`config.mk`:
```
export PLATFORM = sky130hd
export DESIGN_NAME = line_follow_drive_controller
export DESIGN_NICKNAME = d
export VERILOG_FILES = /design/src/rtl/lfdc_pkg.sv /design/src/rtl/lfdc_ctrl.sv /design/src/rtl/lfdc_dpath.sv /design/src/rtl/line_follow_drive_controller.sv
export SDC_FILE = /design/constraint.sdc
export NUM_CORES = 1
export LEC_CHECK = 0
export BUFFER_PORTS_ARGS = -buffer_cell sky130_fd_sc_hd__buf_2
export CORE_ASPECT_RATIO = 0.7
export CORE_MARGIN = 5
export CORE_UTILIZATION = 31
export CTS_BUF_LIST = sky130_fd_sc_hd__clkbuf_8
export CTS_CLUSTER_DIAMETER = 80
export DETAILED_ROUTE_END_ITERATION = 10
export GPL_TIMING_DRIVEN = 0
export PLACE_DENSITY_LB_ADDON = 0.05
export SLEW_MARGIN = 30
export SYNTH_ARGS = -nofsm -noshare
export SYNTH_HDL_FRONTEND = slang
export SYNTH_SLANG_ARGS = --single-unit
export TNS_END_PERCENT = 30
```
`constraint.sdc`:
```
create_clock -name clk -period 8.4 [get_ports clk]
set_clock_uncertainty 0.1 [all_clocks]
set_input_delay 0.84 -clock clk [delete_from_list [all_inputs] [get_ports clk]]
set_output_delay 0.84 -clock clk [all_outputs]
set_load 0.03 [all_outputs]
```
`src/rtl/lfdc_pkg.sv`:
```
`timescale 1ns / 1ps

package lfdc_pkg;

  // stream and configuration widths
  localparam int IN_W       = 56;
  localparam int OUT_W      = 48;
  localparam int CFG_IDX_W  = 3;
  localparam int CFG_DATA_W = 17;

  // centroid divider: quotient bits resolved per cycle and number of divider steps
  localparam int QUOT_W     = 10;
  localparam int DIV_BITS   = 5;
  localparam int DIV_STEPS  = QUOT_W / DIV_BITS;
  localparam int DIV_CNT_W  = (DIV_STEPS > 1) ? $clog2(DIV_STEPS) : 1;

  localparam logic [13:0] DUTY_MAX = 14'h3FFF;

  // sensor weights, sensor 0 first
  localparam logic signed [10:0] WEIGHT [8] = '{
    11'sd334, 11'sd238, 11'sd142, 11'sd48,
    -11'sd48, -11'sd142, -11'sd238, -11'sd334
  };

  typedef enum logic [CFG_IDX_W-1:0] {
    REG_BASE_SPEED  = 3'd0,
    REG_PICKUP      = 3'd1,
    REG_DARK_LUX    = 3'd2,
    REG_SLOW_LUX    = 3'd3,
    REG_CENTRE_BAND = 3'd4,
    REG_HARD_TURN   = 3'd5
  } cfg_reg_t;

  typedef enum logic [3:0] {
    NAV_IDLE   = 4'd0,
    NAV_READ   = 4'd1,
    NAV_LEFT   = 4'd2,
    NAV_CENTRE = 4'd3,
    NAV_RIGHT  = 4'd4,
    NAV_LOST   = 4'd5,
    NAV_OBST   = 4'd6,
    NAV_HLEFT  = 4'd7,
    NAV_HRIGHT = 4'd8
  } nav_t;

  typedef enum logic [2:0] {
    GOV_IDLE   = 3'd0,
    GOV_READ   = 3'd1,
    GOV_NORMAL = 3'd2,
    GOV_SLOW   = 3'd3,
    GOV_STOP   = 3'd4
  } gov_t;

  typedef enum logic [1:0] {
    CAUSE_NONE   = 2'd0,
    CAUSE_PICKUP = 2'd1,
    CAUSE_DARK   = 2'd2
  } cause_t;

  typedef enum logic [2:0] {
    MODE_STOP       = 3'd0,
    MODE_FORWARD    = 3'd1,
    MODE_BACKWARD   = 3'd2,
    MODE_SPIN_LEFT  = 3'd3,
    MODE_SPIN_RIGHT = 3'd4
  } mode_t;

  typedef enum logic [2:0] {
    CL_LOST,
    CL_CENTRE,
    CL_LEFT,
    CL_RIGHT,
    CL_HLEFT,
    CL_HRIGHT
  } line_class_t;

  localparam logic [1:0] FACTOR_ZERO = 2'd0;
  localparam logic [1:0] FACTOR_HALF = 2'd1;
  localparam logic [1:0] FACTOR_FULL = 2'd2;

  localparam logic [3:0] LAMP_BRAKE_L = 4'b0001;
  localparam logic [3:0] LAMP_BRAKE_R = 4'b0010;
  localparam logic [3:0] LAMP_FRONT_L = 4'b0100;
  localparam logic [3:0] LAMP_FRONT_R = 4'b1000;

  typedef struct packed {
    logic load;
    logic div_step;
    logic commit;
  } dp_cmd_t;

  typedef struct packed {
    logic out_free;
  } dp_status_t;

endpackage

```
`src/rtl/lfdc_ctrl.sv`:
```
`timescale 1ns / 1ps

module lfdc_ctrl (
  input  logic                 clk,
  input  logic                 rst,
  input  logic                 s_tvalid,
  output logic                 s_tready,
  output lfdc_pkg::dp_cmd_t    cmd,
  input  lfdc_pkg::dp_status_t status
);
  import lfdc_pkg::*;

  typedef enum logic [1:0] {
    ST_IDLE,
    ST_DIVIDE,
    ST_FINISH
  } state_t;

  state_t               state;
  logic [DIV_CNT_W-1:0] step;

  always_ff @(posedge clk) begin
    if (rst) begin
      state <= ST_IDLE;
      step  <= '0;
    end else begin
      case (state)
        ST_IDLE: begin
          step <= '0;
          if (s_tvalid) state <= ST_DIVIDE;
        end
        ST_DIVIDE: begin
          step <= step + DIV_CNT_W'(1);
          if (step == DIV_CNT_W'(DIV_STEPS - 1)) state <= ST_FINISH;
        end
        ST_FINISH: begin
          // wait for the previous result to leave the output
          if (status.out_free) state <= ST_IDLE;
        end
        default: state <= ST_IDLE;
      endcase
    end
  end

  assign s_tready = (state == ST_IDLE) && !rst;

  always_comb begin
    cmd.load     = s_tvalid && s_tready;
    cmd.div_step = (state == ST_DIVIDE);
    cmd.commit   = (state == ST_FINISH) && status.out_free;
  end

endmodule

```
`src/rtl/lfdc_dpath.sv`:
```
`timescale 1ns / 1ps

module lfdc_dpath (
  input  logic                               clk,
  input  logic                               rst,
  input  lfdc_pkg::dp_cmd_t                  cmd,
  output lfdc_pkg::dp_status_t               status,
  input  logic [lfdc_pkg::IN_W-1:0]          s_tdata,
  input  logic                               cfg_we,
  input  logic [lfdc_pkg::CFG_IDX_W-1:0]     cfg_index,
  input  logic [lfdc_pkg::CFG_DATA_W-1:0]    cfg_data,
  input  logic                               m_tready,
  output logic                               m_tvalid,
  output logic [lfdc_pkg::OUT_W-1:0]         m_tdata
);
  import lfdc_pkg::*;

  // configuration registers
  logic [13:0]        base_speed;
  logic signed [15:0] pickup_accel_limit;
  logic [16:0]        dark_lux_limit;
  logic [16:0]        slow_lux_limit;
  logic [8:0]         centre_band;
  logic [8:0]         hard_turn_limit;

  always_ff @(posedge clk) begin
    if (rst) begin
      base_speed         <= 14'd40;
      pickup_accel_limit <= 16'sd18000;
      dark_lux_limit     <= 17'd60;
      slow_lux_limit     <= 17'd200;
      centre_band        <= 9'd48;
      hard_turn_limit    <= 9'd200;
    end else if (cfg_we) begin
      case (cfg_reg_t'(cfg_index))
        REG_BASE_SPEED:  base_speed         <= cfg_data[13:0];
        REG_PICKUP:      pickup_accel_limit <= signed'(cfg_data[15:0]);
        REG_DARK_LUX:    dark_lux_limit     <= cfg_data[16:0];
        REG_SLOW_LUX:    slow_lux_limit     <= cfg_data[16:0];
        REG_CENTRE_BAND: centre_band        <= cfg_data[8:0];
        REG_HARD_TURN:   hard_turn_limit    <= cfg_data[8:0];
        default: ;
      endcase
    end
  end

  // weighted sum and count of the reflectance bits
  logic signed [10:0] wsum;
  logic [3:0]         bit_cnt;
  logic signed [10:0] wsum_abs;

  always_comb begin
    wsum    = '0;
    bit_cnt = '0;
    for (int i = 0; i < 8; i++) begin
      if (s_tdata[i]) begin
        wsum    = wsum + WEIGHT[i];
        bit_cnt = bit_cnt + 4'd1;
      end
    end
    wsum_abs = wsum[10] ? (11'sd0 - wsum) : wsum;
  end

  // captured tick
  logic               bumped;
  logic               start;
  logic               stop;
  logic [16:0]        lux;
  logic signed [15:0] accel;

  // divider: quo starts as the dividend and fills with quotient bits
  logic [3:0]        div_cnt;
  logic              neg;
  logic [QUOT_W-1:0] quo;
  logic [3:0]        rem;
  logic [QUOT_W-1:0] quo_next;
  logic [3:0]        rem_next;
  logic [4:0]        trial;

  always_comb begin
    quo_next = quo;
    rem_next = rem;
    trial    = '0;
    for (int k = 0; k < DIV_BITS; k++) begin
      trial    = {rem_next, quo_next[QUOT_W-1]};
      quo_next = {quo_next[QUOT_W-2:0], 1'b0};
      if (trial >= {1'b0, div_cnt}) begin
        trial       = trial - {1'b0, div_cnt};
        quo_next[0] = 1'b1;
      end
      rem_next = trial[3:0];
    end
  end

  always_ff @(posedge clk) begin
    if (cmd.load) begin
      bumped  <= |(~s_tdata[13:8]);
      start   <= ~s_tdata[14];
      stop    <= ~s_tdata[15];
      lux     <= s_tdata[32:16];
      accel   <= signed'(s_tdata[48:33]);
      div_cnt <= bit_cnt;
      neg     <= wsum[10];
      quo     <= wsum_abs[QUOT_W-1:0];
      rem     <= '0;
    end else if (cmd.div_step) begin
      quo <= quo_next;
      rem <= rem_next;
    end
  end

  // line class from the truncated centroid magnitude and its sign
  line_class_t line_class;

  always_comb begin
    if (div_cnt == 4'd0) begin
      line_class = CL_LOST;
    end else if (quo <= {1'b0, centre_band}) begin
      line_class = CL_CENTRE;
    end else if (quo <= {1'b0, hard_turn_limit}) begin
      line_class = neg ? CL_RIGHT : CL_LEFT;
    end else begin
      line_class = neg ? CL_HRIGHT : CL_HLEFT;
    end
  end

  // held state
  nav_t        nav;
  gov_t        gov;
  cause_t      cause;
  logic [1:0]  factor;
  mode_t       held_mode;
  logic [13:0] held_left;
  logic [13:0] held_right;
  logic [3:0]  held_lamps;

  nav_t        nav_next;
  gov_t        gov_next;
  cause_t      cause_next;
  logic [1:0]  factor_next;
  mode_t       mode_next;
  logic [13:0] left_next;
  logic [13:0] right_next;
  logic [3:0]  lamps_next;

  always_comb begin
    case (nav)
      NAV_IDLE: nav_next = start ? NAV_READ : NAV_IDLE;
      NAV_READ: begin
        if (stop) begin
          nav_next = NAV_IDLE;
        end else if (bumped) begin
          nav_next = NAV_OBST;
        end else begin
          case (line_class)
            CL_CENTRE: nav_next = NAV_CENTRE;
            CL_LEFT:   nav_next = NAV_LEFT;
            CL_RIGHT:  nav_next = NAV_RIGHT;
            CL_LOST:   nav_next = NAV_LOST;
            CL_HLEFT:  nav_next = NAV_HLEFT;
            default:   nav_next = NAV_HRIGHT;
          endcase
        end
      end
      NAV_LEFT, NAV_CENTRE, NAV_RIGHT, NAV_LOST, NAV_OBST, NAV_HLEFT, NAV_HRIGHT:
        nav_next = NAV_READ;
      default: nav_next = NAV_IDLE;
    endcase
  end

  always_comb begin
    gov_next   = gov;
    cause_next = cause;
    case (gov)
      GOV_IDLE: if (start) gov_next = GOV_READ;
      GOV_READ: begin
        if (accel > pickup_accel_limit) begin
          gov_next   = GOV_STOP;
          cause_next = CAUSE_PICKUP;
        end else if (lux < dark_lux_limit) begin
          gov_next   = GOV_STOP;
          cause_next = CAUSE_DARK;
        end else if (lux < slow_lux_limit) begin
          gov_next = GOV_SLOW;
        end else begin
          gov_next = GOV_NORMAL;
        end
      end
      GOV_NORMAL, GOV_SLOW: gov_next = GOV_READ;
      GOV_STOP: begin
        if (start) begin
          gov_next   = GOV_READ;
          cause_next = CAUSE_NONE;
        end
      end
      default: gov_next = GOV_IDLE;
    endcase
  end

  always_comb begin
    case (gov_next)
      GOV_IDLE, GOV_NORMAL: factor_next = FACTOR_FULL;
      GOV_SLOW:             factor_next = FACTOR_HALF;
      GOV_STOP:             factor_next = FACTOR_ZERO;
      default:              factor_next = factor;
    endcase
  end

  // duties from the speed factor left by the previous tick
  function automatic logic [13:0] sat_duty(input logic [15:0] v);
    return (v > 16'(DUTY_MAX)) ? DUTY_MAX : v[13:0];
  endfunction

  logic [15:0] full;
  logic [17:0] full_x3;
  logic [13:0] duty_half;
  logic [13:0] duty_quarter;
  logic [13:0] duty_3q;

  assign full         = 16'(base_speed) * 16'(factor);
  assign full_x3      = 18'(full) * 18'd3;
  assign duty_half    = sat_duty({1'b0, full[15:1]});
  assign duty_quarter = sat_duty({2'b0, full[15:2]});
  assign duty_3q      = sat_duty(full_x3[17:2]);

  always_comb begin
    mode_next  = held_mode;
    left_next  = held_left;
    right_next = held_right;
    lamps_next = held_lamps;
    case (nav_next)
      NAV_IDLE: begin
        mode_next  = MODE_STOP;
        left_next  = '0;
        right_next = '0;
        lamps_next = '0;
      end
      NAV_LEFT: begin
        mode_next  = MODE_FORWARD;
        left_next  = duty_half;
        right_next = duty_quarter;
        lamps_next = LAMP_BRAKE_L;
      end
      NAV_CENTRE: begin
        mode_next  = MODE_FORWARD;
        left_next  = duty_half;
        right_next = duty_half;
        lamps_next = LAMP_BRAKE_L | LAMP_BRAKE_R;
      end
      NAV_RIGHT: begin
        mode_next  = MODE_FORWARD;
        left_next  = duty_quarter;
        right_next = duty_half;
        lamps_next = LAMP_BRAKE_R;
      end
      NAV_LOST: begin
        mode_next  = MODE_BACKWARD;
        left_next  = duty_half;
        right_next = duty_half;
        lamps_next = LAMP_FRONT_L | LAMP_FRONT_R;
      end
      NAV_OBST: begin
        mode_next  = MODE_STOP;
        left_next  = '0;
        right_next = '0;
        lamps_next = LAMP_BRAKE_L | LAMP_BRAKE_R | LAMP_FRONT_L | LAMP_FRONT_R;
      end
      NAV_HLEFT: begin
        mode_next  = MODE_SPIN_LEFT;
        left_next  = duty_3q;
        right_next = duty_3q;
        lamps_next = LAMP_BRAKE_L;
      end
      NAV_HRIGHT: begin
        mode_next  = MODE_SPIN_RIGHT;
        left_next  = duty_3q;
        right_next = duty_3q;
        lamps_next = LAMP_BRAKE_R;
      end
      default: ;  // read state holds the motor outputs
    endcase
  end

  always_ff @(posedge clk) begin
    if (rst) begin
      nav        <= NAV_IDLE;
      gov        <= GOV_IDLE;
      cause      <= CAUSE_NONE;
      factor     <= FACTOR_FULL;
      held_mode  <= MODE_STOP;
      held_left  <= '0;
      held_right <= '0;
      held_lamps <= '0;
      m_tvalid   <= 1'b0;
    end else begin
      if (cmd.commit) begin
        nav        <= nav_next;
        gov        <= gov_next;
        cause      <= cause_next;
        factor     <= factor_next;
        held_mode  <= mode_next;
        held_left  <= left_next;
        held_right <= right_next;
        held_lamps <= lamps_next;
      end
      // held state doubles as the output register
      if (cmd.commit) m_tvalid <= 1'b1;
      else if (m_tready) m_tvalid <= 1'b0;
    end
  end

  assign status.out_free = !m_tvalid || m_tready;
  assign m_tdata = {4'b0, cause, gov, nav, held_lamps, held_right, held_left, held_mode};

endmodule

```
`src/rtl/line_follow_drive_controller.sv`:
```
`timescale 1ns / 1ps
// channel  signals                      transaction
// s_       s_tvalid s_tready s_tdata    one control tick in
// m_       m_tvalid m_tready m_tdata    one drive result out
// cfg_     cfg_valid cfg_ready          one register write (cfg_index, cfg_data)
//
// a tick is accepted, then the divider resolves five centroid quotient bits per
// step, then the result commits; the next tick is taken right after the commit
// the commit waits while the previous result is still held on m_tdata
// reset is synchronous; s_tready and cfg_ready are low while it is held
// afterwards the block is idle and cfg_ready stays high

module line_follow_drive_controller (
  input  logic                              clk,
  input  logic                              rst,
  input  logic                              s_tvalid,
  output logic                              s_tready,
  // reflect_bits[7:0], bump_n[13:8], start_button_n[14], stop_button_n[15],
  // ambient_lux[32:16], accel_vertical[48:33], zero pad
  input  logic [lfdc_pkg::IN_W-1:0]         s_tdata,
  output logic                              m_tvalid,
  input  logic                              m_tready,
  // motor_mode[2:0], left_duty[16:3], right_duty[30:17], lamps[34:31],
  // nav_state[38:35], governor_state[41:39], stop_reason[43:42], zero pad
  output logic [lfdc_pkg::OUT_W-1:0]        m_tdata,
  input  logic                              cfg_valid,
  output logic                              cfg_ready,
  input  logic [lfdc_pkg::CFG_IDX_W-1:0]    cfg_index,
  input  logic [lfdc_pkg::CFG_DATA_W-1:0]   cfg_data
);
  import lfdc_pkg::*;

  dp_cmd_t    cmd;
  dp_status_t status;

  assign cfg_ready = !rst;

  lfdc_ctrl u_ctrl (
    .clk      (clk),
    .rst      (rst),
    .s_tvalid (s_tvalid),
    .s_tready (s_tready),
    .cmd      (cmd),
    .status   (status)
  );

  lfdc_dpath u_dpath (
    .clk       (clk),
    .rst       (rst),
    .cmd       (cmd),
    .status    (status),
    .s_tdata   (s_tdata),
    .cfg_we    (cfg_valid && cfg_ready),
    .cfg_index (cfg_index),
    .cfg_data  (cfg_data),
    .m_tready  (m_tready),
    .m_tvalid  (m_tvalid),
    .m_tdata   (m_tdata)
  );

endmodule

```
==> impl_metrics.yaml, run 1 <==
status:
  status: "finished clean"
logic_synthesis:
  yosys_warnings: 0
  synth_top_family_by_area: "compound AO/OA/AOI/OAI gates"
  synthAdderAreaFrac: 0.1383
  synth_seq_cells: 186
  muxShareOfSynthArea: 0.03505
  synth-simple-area-share: 0.1900
  synthArstFlopShare: 0
  synthesis.area_sq_um: 13280
  synth_edf_count: 51
  synthCells: 1566
  synth_ff_type: "dfxtp_1"
  synth-xor-area-share: 0.06030
  ys_types: 90
  synth-compound-area-share: 0.2005
  ys_seq_area_frac: 0.3189
  postSynthAreaPerCell_sq_um: 8.480
sta:
  worst_pin_slew_ps: 956.6
  post-route-min-period_ps: 7791
  post-route-period-util: 0.9275
  setup_viol: 0
  relSlewSlack: 0.3584
  layout_setup_ws_ps: 609.0
  hold_viol: 0
  rsz0062_at_grt: "false"
  final-max-slew-violation-count: 0
  fmax_mhz: 128.4
pwr:
  p_sw_mw: 1.773
  p_comb_frac: 0.584
  finalPower_mw: 4.041
  power.share.switching: 0.4389
  clockPowerShare: 0.153
  vdd.ir_drop.worst_mv: 0.5559
  power_density_nw_per_um2: 268.8
  p_leak_nw: 6.288
  p_seq_frac: 0.263
  p_int_mw: 2.267
detailed_routing:
  routedWlPerCell_um: 17.73
  drtIter0Drc: 590
  postRouteAntennaNets: 0
  vias: 11400
  wl_met3_um: 1562
  routed_wl_um: 40330
  drtPass1Iterations: 5
  route.detailed.drc: 0
  detail_route.wirelength.met1_um: 22610
  highest_layer: "met4"
  viasPerCell: 5.012
  routed-wl-met2_um: 15730
critical_path:
  start_kind: "register"
  arrival_ps: 8080
  crit_slowest_cell: "edfxtp_1"
  crit_type: "register to register"
  worstPathMaxFanout: 7
  endpoint_kind: "register"
  cpPeakStageDelay_ps: 550
  cp.required_ps: 8690
place:
  dp_slack_ps: -204.9
  gp_congestion: 0.8186
  hpwl_um: 32340
  port_buffers: 117
floorplanning:
  die_y_um: 183.2
  core_area_sq_um: 42330
  ios: 132
  fp-row-count: 63
  die_w_um: 257.4
  initial_core_util: 0.3137
  die_area_sq_um: 47140
min_path:
  hp-class: "register to register"
grt:
  grt_overflow: 0
  grt_usage: 0.1690
  grt_pass1_vias: 11050
  grt_max_degree: 38
  antenna_found_initial: 2
  grt_pass1_wl_um: 63270
flow_run:
  max_cap_violations: 0
cells_and_area:
  drive_gt1_frac: 0.1243
  num-nets-final: 1932
  syn2layout_area_growth_pct: 13.21
cts:
  clock_sinks: 186
  worstSkewPairLatency_ps: 510
  cts_tree: "yes"
  cts.clk_slew.worst_paths_ps: 110
  numCtsBuffers: 17
  cts_max_path_buffers: 2
  root_buffer: "clkbuf_8"
  ctsHoldBuffers: 0
  htreeDepth: 4
==> cell families (layout without fill, tap and decap cells) <==
| kind of cell | count (synthesis) | in the layout |
|---|---|---|
| and+or+nand+nor | 525 | 525 |
| AOI/OAI and AO/OA | 397 | 397 |
| buffers and inverters | 189 | 342 |
| DFF | 186 | 186 |
| adders and majority gates | 142 | 142 |
| xor gates and xnor gates | 82 | 82 |
| muxes | 44 | 44 |
| other | 1 | 5 |
==> layer usage <==
layer | global-route usage | up-vias
met2 | 0.2387 | 244
met5 | 0 | -
met3 | 0.02697 | 29
li1 | - | 5833
met4 | 0.03436 | 0
met1 | 0.2687 | 5296
==> through the flow <==
stage               area (sq um)  std cells  utilization  hold WS, ps  setup TNS, ps
global route               15030       2274       0.3551        353.9              0
CTS                        14990       2271       0.3541        333.3              0
finish                     15030       2275       0.3551        360.3              0
detailed placement         14600       2239       0.3448        347.5         -630.3
global placement           14570       2238       0.3441        342.3          -1047
floorplan                  13290       1569            -        325.7              0
==> timing repair <==
item	4_1_cts	5_1_grt
gates resized for setup	2	5
gates cloned	0	0
endpoints found under the setup margin	4	5
pin swaps	0	1
setup buffers	0	3
==> power by group through the flow <==
stage | registers [mW] | logic, mW | clock network [mW]
after floorplan | 1.06 | 1.82 | 0
after global placement | 1.09 | 2.28 | 0
after detailed placement | 1.08 | 2.31 | 0
after CTS | 1.06 | 2.34 | 0.649
after global routing | 1.07 | 2.65 | 0.675
final | 1.06 | 2.36 | 0.618
==> cell usage after synthesis, types with 7 or more instances <==
library cell,instances,area (sq um)
nand2_1,200,750.7
dfxtp_1,135,2703
a21oi_1,134,670.6
ha_1,134,1677
inv_1,122,457.9
nor2_1,104,390.4
o21ai_0,55,275.3
edfxtp_1,51,1531
xnor2_1,44,385.4
clkbuf_1,42,157.7
a21o_1,36,270.3
and2_1,34,212.7
nand3_1,34,170.2
mux2i_1,33,330.3
a211oi_1,32,240.2
xor2_1,31,271.5
nor2b_1,28,175.2
nand2b_1,26,162.7
nor3_1,24,120.1
a22oi_1,23,172.7
nand4_1,17,106.4
o211ai_1,17,127.6
o31ai_1,14,105.1
or3_1,14,87.58
o21a_1,11,82.58
mux2_2,10,112.6
buf_1,8,30.03
fa_1,8,160.2
a31oi_1,7,43.79
nor4_1,7,43.79
==> layout make-up <==
cell class                 instances  area, sq um
fill                            4407        27300
clock inverter                    15        153.9
antenna                            1        2.502
timing repair buffer             121        628.1
clock buffer                      17        234.0
multi-input combinational       1194         8333
tap                              552        690.7
inverter                         126        473.0
sequential                       186         4234
buffer                            63        284.0
==> state kept, by name, summed over array words and instances (netlist names), 10 cells and up <==
register / cells
u_dpath.accel: 16
u_dpath.base_speed: 14
u_dpath.dark_lux_limit: 17
u_dpath.held_left: 14
u_dpath.held_right: 14
u_dpath.lux: 17
u_dpath.pickup_accel_limit: 16
u_dpath.quo: 10
u_dpath.slow_lux_limit: 17
==> path summary, 6_finish.rpt <==
| check | depth (start not counted) | slack [ps] | from | endpoint |
|---|---|---|---|---|
| max | 38 | 610 | u_dpath.div_cnt[1] | u_dpath.rem[3] |
| min | 2 | 360 | u_dpath.held_mode[0] | u_dpath.held_mode[0] |
| max reg2reg | 38 | 610 | u_dpath.div_cnt[1] | u_dpath.rem[3] |
| min reg2reg | 2 | 360 | u_dpath.held_mode[0] | u_dpath.held_mode[0] |
==> cell usage in the layout, fill, tap and decap left out, types with 7 or more instances in the layout <==
master / netlist / final
nor2_1: 104 / 103
ha_1: 134 / 134
inv_1: 122 / 121
mux2i_1: 33 / 33
clkbuf_1: 42 / 41
a21oi_1: 134 / 133
buf_1: 8 / 8
o211ai_1: 17 / 17
buf_4: 6 / 9
fa_1: 8 / 8
a211oi_1: 32 / 32
and2_1: 34 / 34
xor2_1: 31 / 31
mux2_2: 10 / 10
edfxtp_1: 51 / 51
nand3_1: 34 / 34
nand4_1: 17 / 17
a21o_1: 36 / 36
o21ai_0: 55 / 53
o21a_1: 11 / 11
o31ai_1: 14 / 13
nand2b_1: 26 / 26
a31oi_1: 7 / 7
a22oi_1: 23 / 23
nor2b_1: 28 / 28
nor3_1: 24 / 23
buf_2: 5 / 122
nand2_1: 200 / 200
or3_1: 14 / 14
nor4_1: 7 / 7
xnor2_1: 44 / 44
dfxtp_1: 135 / 135
clkbuf_8: 0 / 17
==> worst max-delay path: cells and delay by family (launching register included) <==
| kind | cells | cell delay, ps |
|---|---|---|
| adder cells (fa/ha/maj) | 5 | 1420 |
| flip-flops | 1 | 550 |
| multiplexers | 2 | 670 |
| AND/OR/NAND/NOR | 8 | 1210 |
| AO/OA/AOI/OAI | 19 | 3300 |
| buffers and inverters | 4 | 430 |
(Power assumes the default switching activity.)
==> run 2, diff against run 1 <==
- PLACE_DENSITY: unset -> 0.5
- PLACE_DENSITY_LB_ADDON: 0.05 -> unset
==> run 2 against run 1 <==
Net effect:
- non-clock buffer count decreased by 1
- global-route usage down 0.49 points
- final cell count about the same
- largest cell class unchanged
- cell area down 0.22%
==> impl_metrics.yaml, run 2 (synthesized netlist as in run 1, its figures left out) <==
place:
  gp_congestion: 0.8967
  place_area_sq_um: 14600
  port_buffers: 117
  hpwl_um: 31700
critical_path:
  crit_slowest_cell: "edfxtp_1"
  path_delay_family: "compound AO/OA/AOI/OAI gates"
  endpoint_kind: "register"
  worst-r2r-setup-slack_ps: 730
  crit_buf_inv: 4
  worstPathMaxFanout: 7
  crit_type: "register to register"
  start_kind: "register"
  arrival_ps: 7960
  cp.required_ps: 8700
  cpPeakStageDelay_ps: 530
cells_and_area:
  biggestRegsByFlops: "u_dpath.dark_lux_limit (17), u_dpath.lux (17), u_dpath.slow_lux_limit (17)"
  fin_area_sq_um: 15000
  syn2layout_area_growth_pct: 12.96
  final_common_cell: "nand2_1"
  num-nets-final: 1931
  num_antenna_cells: 0
  drive_gt1_frac: 0.1220
  mostFrequentLayoutCells: "nand2_1, dfxtp_1, ha_1, a21oi_1, inv_1"
pwr:
  p_sw_mw: 1.710
  p_seq_frac: 0.269
  power_density_nw_per_um2: 264.7
  p_comb_frac: 0.581
  p_leak_nw: 6.284
  p_int_mw: 2.261
  vdd.ir_drop.worst_mv: 0.3776
  power.share.switching: 0.4307
  clockPowerShare: 0.150
cts:
  htreeDepth: 4
  cts_max_path_buffers: 2
  numCtsBuffers: 17
  cts.clk_slew.worst_paths_ps: 100
  root_buffer: "clkbuf_8"
  cts_tree: "yes"
  worstSkewPairLatency_ps: 510
  clock_sinks: 186
flow_run:
  max_cap_violations: 0
floorplanning:
  die_area_sq_um: 47140
  core_area_sq_um: 42330
  initial_core_util: 0.3137
  ios: 132
  die_y_um: 183.2
  die_w_um: 257.4
  fp-row-count: 63
sta:
  setup_viol: 0
  hold_viol: 0
  worst_pin_slew_ps: 962.5
  post-route-min-period_ps: 7668
  fin_hold_ws_ps: 355.8
  fmax_mhz: 130.4
  final-max-slew-violation-count: 0
  rsz0062_at_grt: "false"
  post-route-period-util: 0.9128
  relSlewSlack: 0.3524
grt:
  grt_usage: 0.1641
  grt_pass1_wl_um: 61640
  grt_overflow: 0
  grt_max_degree: 41
  antenna_found_initial: 3
  grt_pass1_vias: 10980
min_path:
  hp-class: "register to register"
detailed_routing:
  vias: 11610
  postRouteAntennaNets: 0
  drtIter0Drc: 714
  routed_wl_um: 39540
  route.detailed.drc: 0
  routedWlPerCell_um: 17.40
  drtPass1Iterations: 7
  viasPerCell: 5.107
status:
  status: "finished clean"
## run 2: worst paths after layout
| kind | to | start | cells after the start |
|---|---|---|---|
| max | u_dpath.rem[0] | u_dpath.div_cnt[1] | 38 |
| min | u_dpath.held_lamps[1] | u_dpath.held_lamps[1] | 2 |
| max reg2reg | u_dpath.rem[0] | u_dpath.div_cnt[1] | 38 |
| min reg2reg | u_dpath.held_lamps[1] | u_dpath.held_lamps[1] | 2 |
## run 2: area by class of cell
cell class / count / area (sq um)
sequential: 186 / 4234
multi-input combinational: 1194 / 8329
fill: 4407 / 27330
timing repair buffer: 120 / 620.6
buffer: 63 / 284.0
tap: 552 / 690.7
clock inverter: 15 / 135.1
clock buffer: 17 / 234.0
inverter: 126 / 473.0
## run 2: stage by stage
stage	power (mW)	utilization	instances	worst slack [ps]	TNS, ps
floorplan	2.883	-	1569	1155	0
global placement	3.284	0.3441	2238	-36.98	-36.98
detailed placement	3.344	0.3448	2239	-80.46	-140.1
CTS	3.962	0.3536	2271	104.4	0
global route	4.305	0.3544	2273	72.08	0
finish	3.971	0.3544	2273	732.5	0
## run 2: power by group through the flow
| stage | Clock, mW | Sequential [mW] | Combinational [mW] |
|---|---|---|---|
| 2_1_floorplan | 0 | 1.06 | 1.82 |
| 5_1_grt | 0.649 | 1.07 | 2.58 |
| 3_3_place_gp | 0 | 1.09 | 2.20 |
| 4_1_cts | 0.616 | 1.07 | 2.28 |
| 3_5_place_dp | 0 | 1.09 | 2.26 |
| 6_report | 0.596 | 1.07 | 2.31 |
## run 2: worst register-to-register path: cells and delay by family, from the launching register on
| family | cells | cell delay (ps) |
|---|---|---|
| muxes | 2 | 550 |
| adders and majority gates | 5 | 1410 |
| AOI/OAI and AO/OA | 19 | 3370 |
| DFF | 1 | 530 |
| and+or+nand+nor | 8 | 1180 |
| buffers and inverters | 4 | 440 |
## run 2: timing repair
action,4_1_cts,5_1_grt
hold buffers,0,0
buffers inserted,0,2
pin swaps,0,1
resized for setup,2,4
setup endpoints to repair,4,5
## run 2: per-layer routing
layer,GRT usage,part of all wire
met5,0,0
met4,0.02924,0.0095
met3,0.02505,0.056
met2,0.2343,0.40
met1,0.2613,0.54
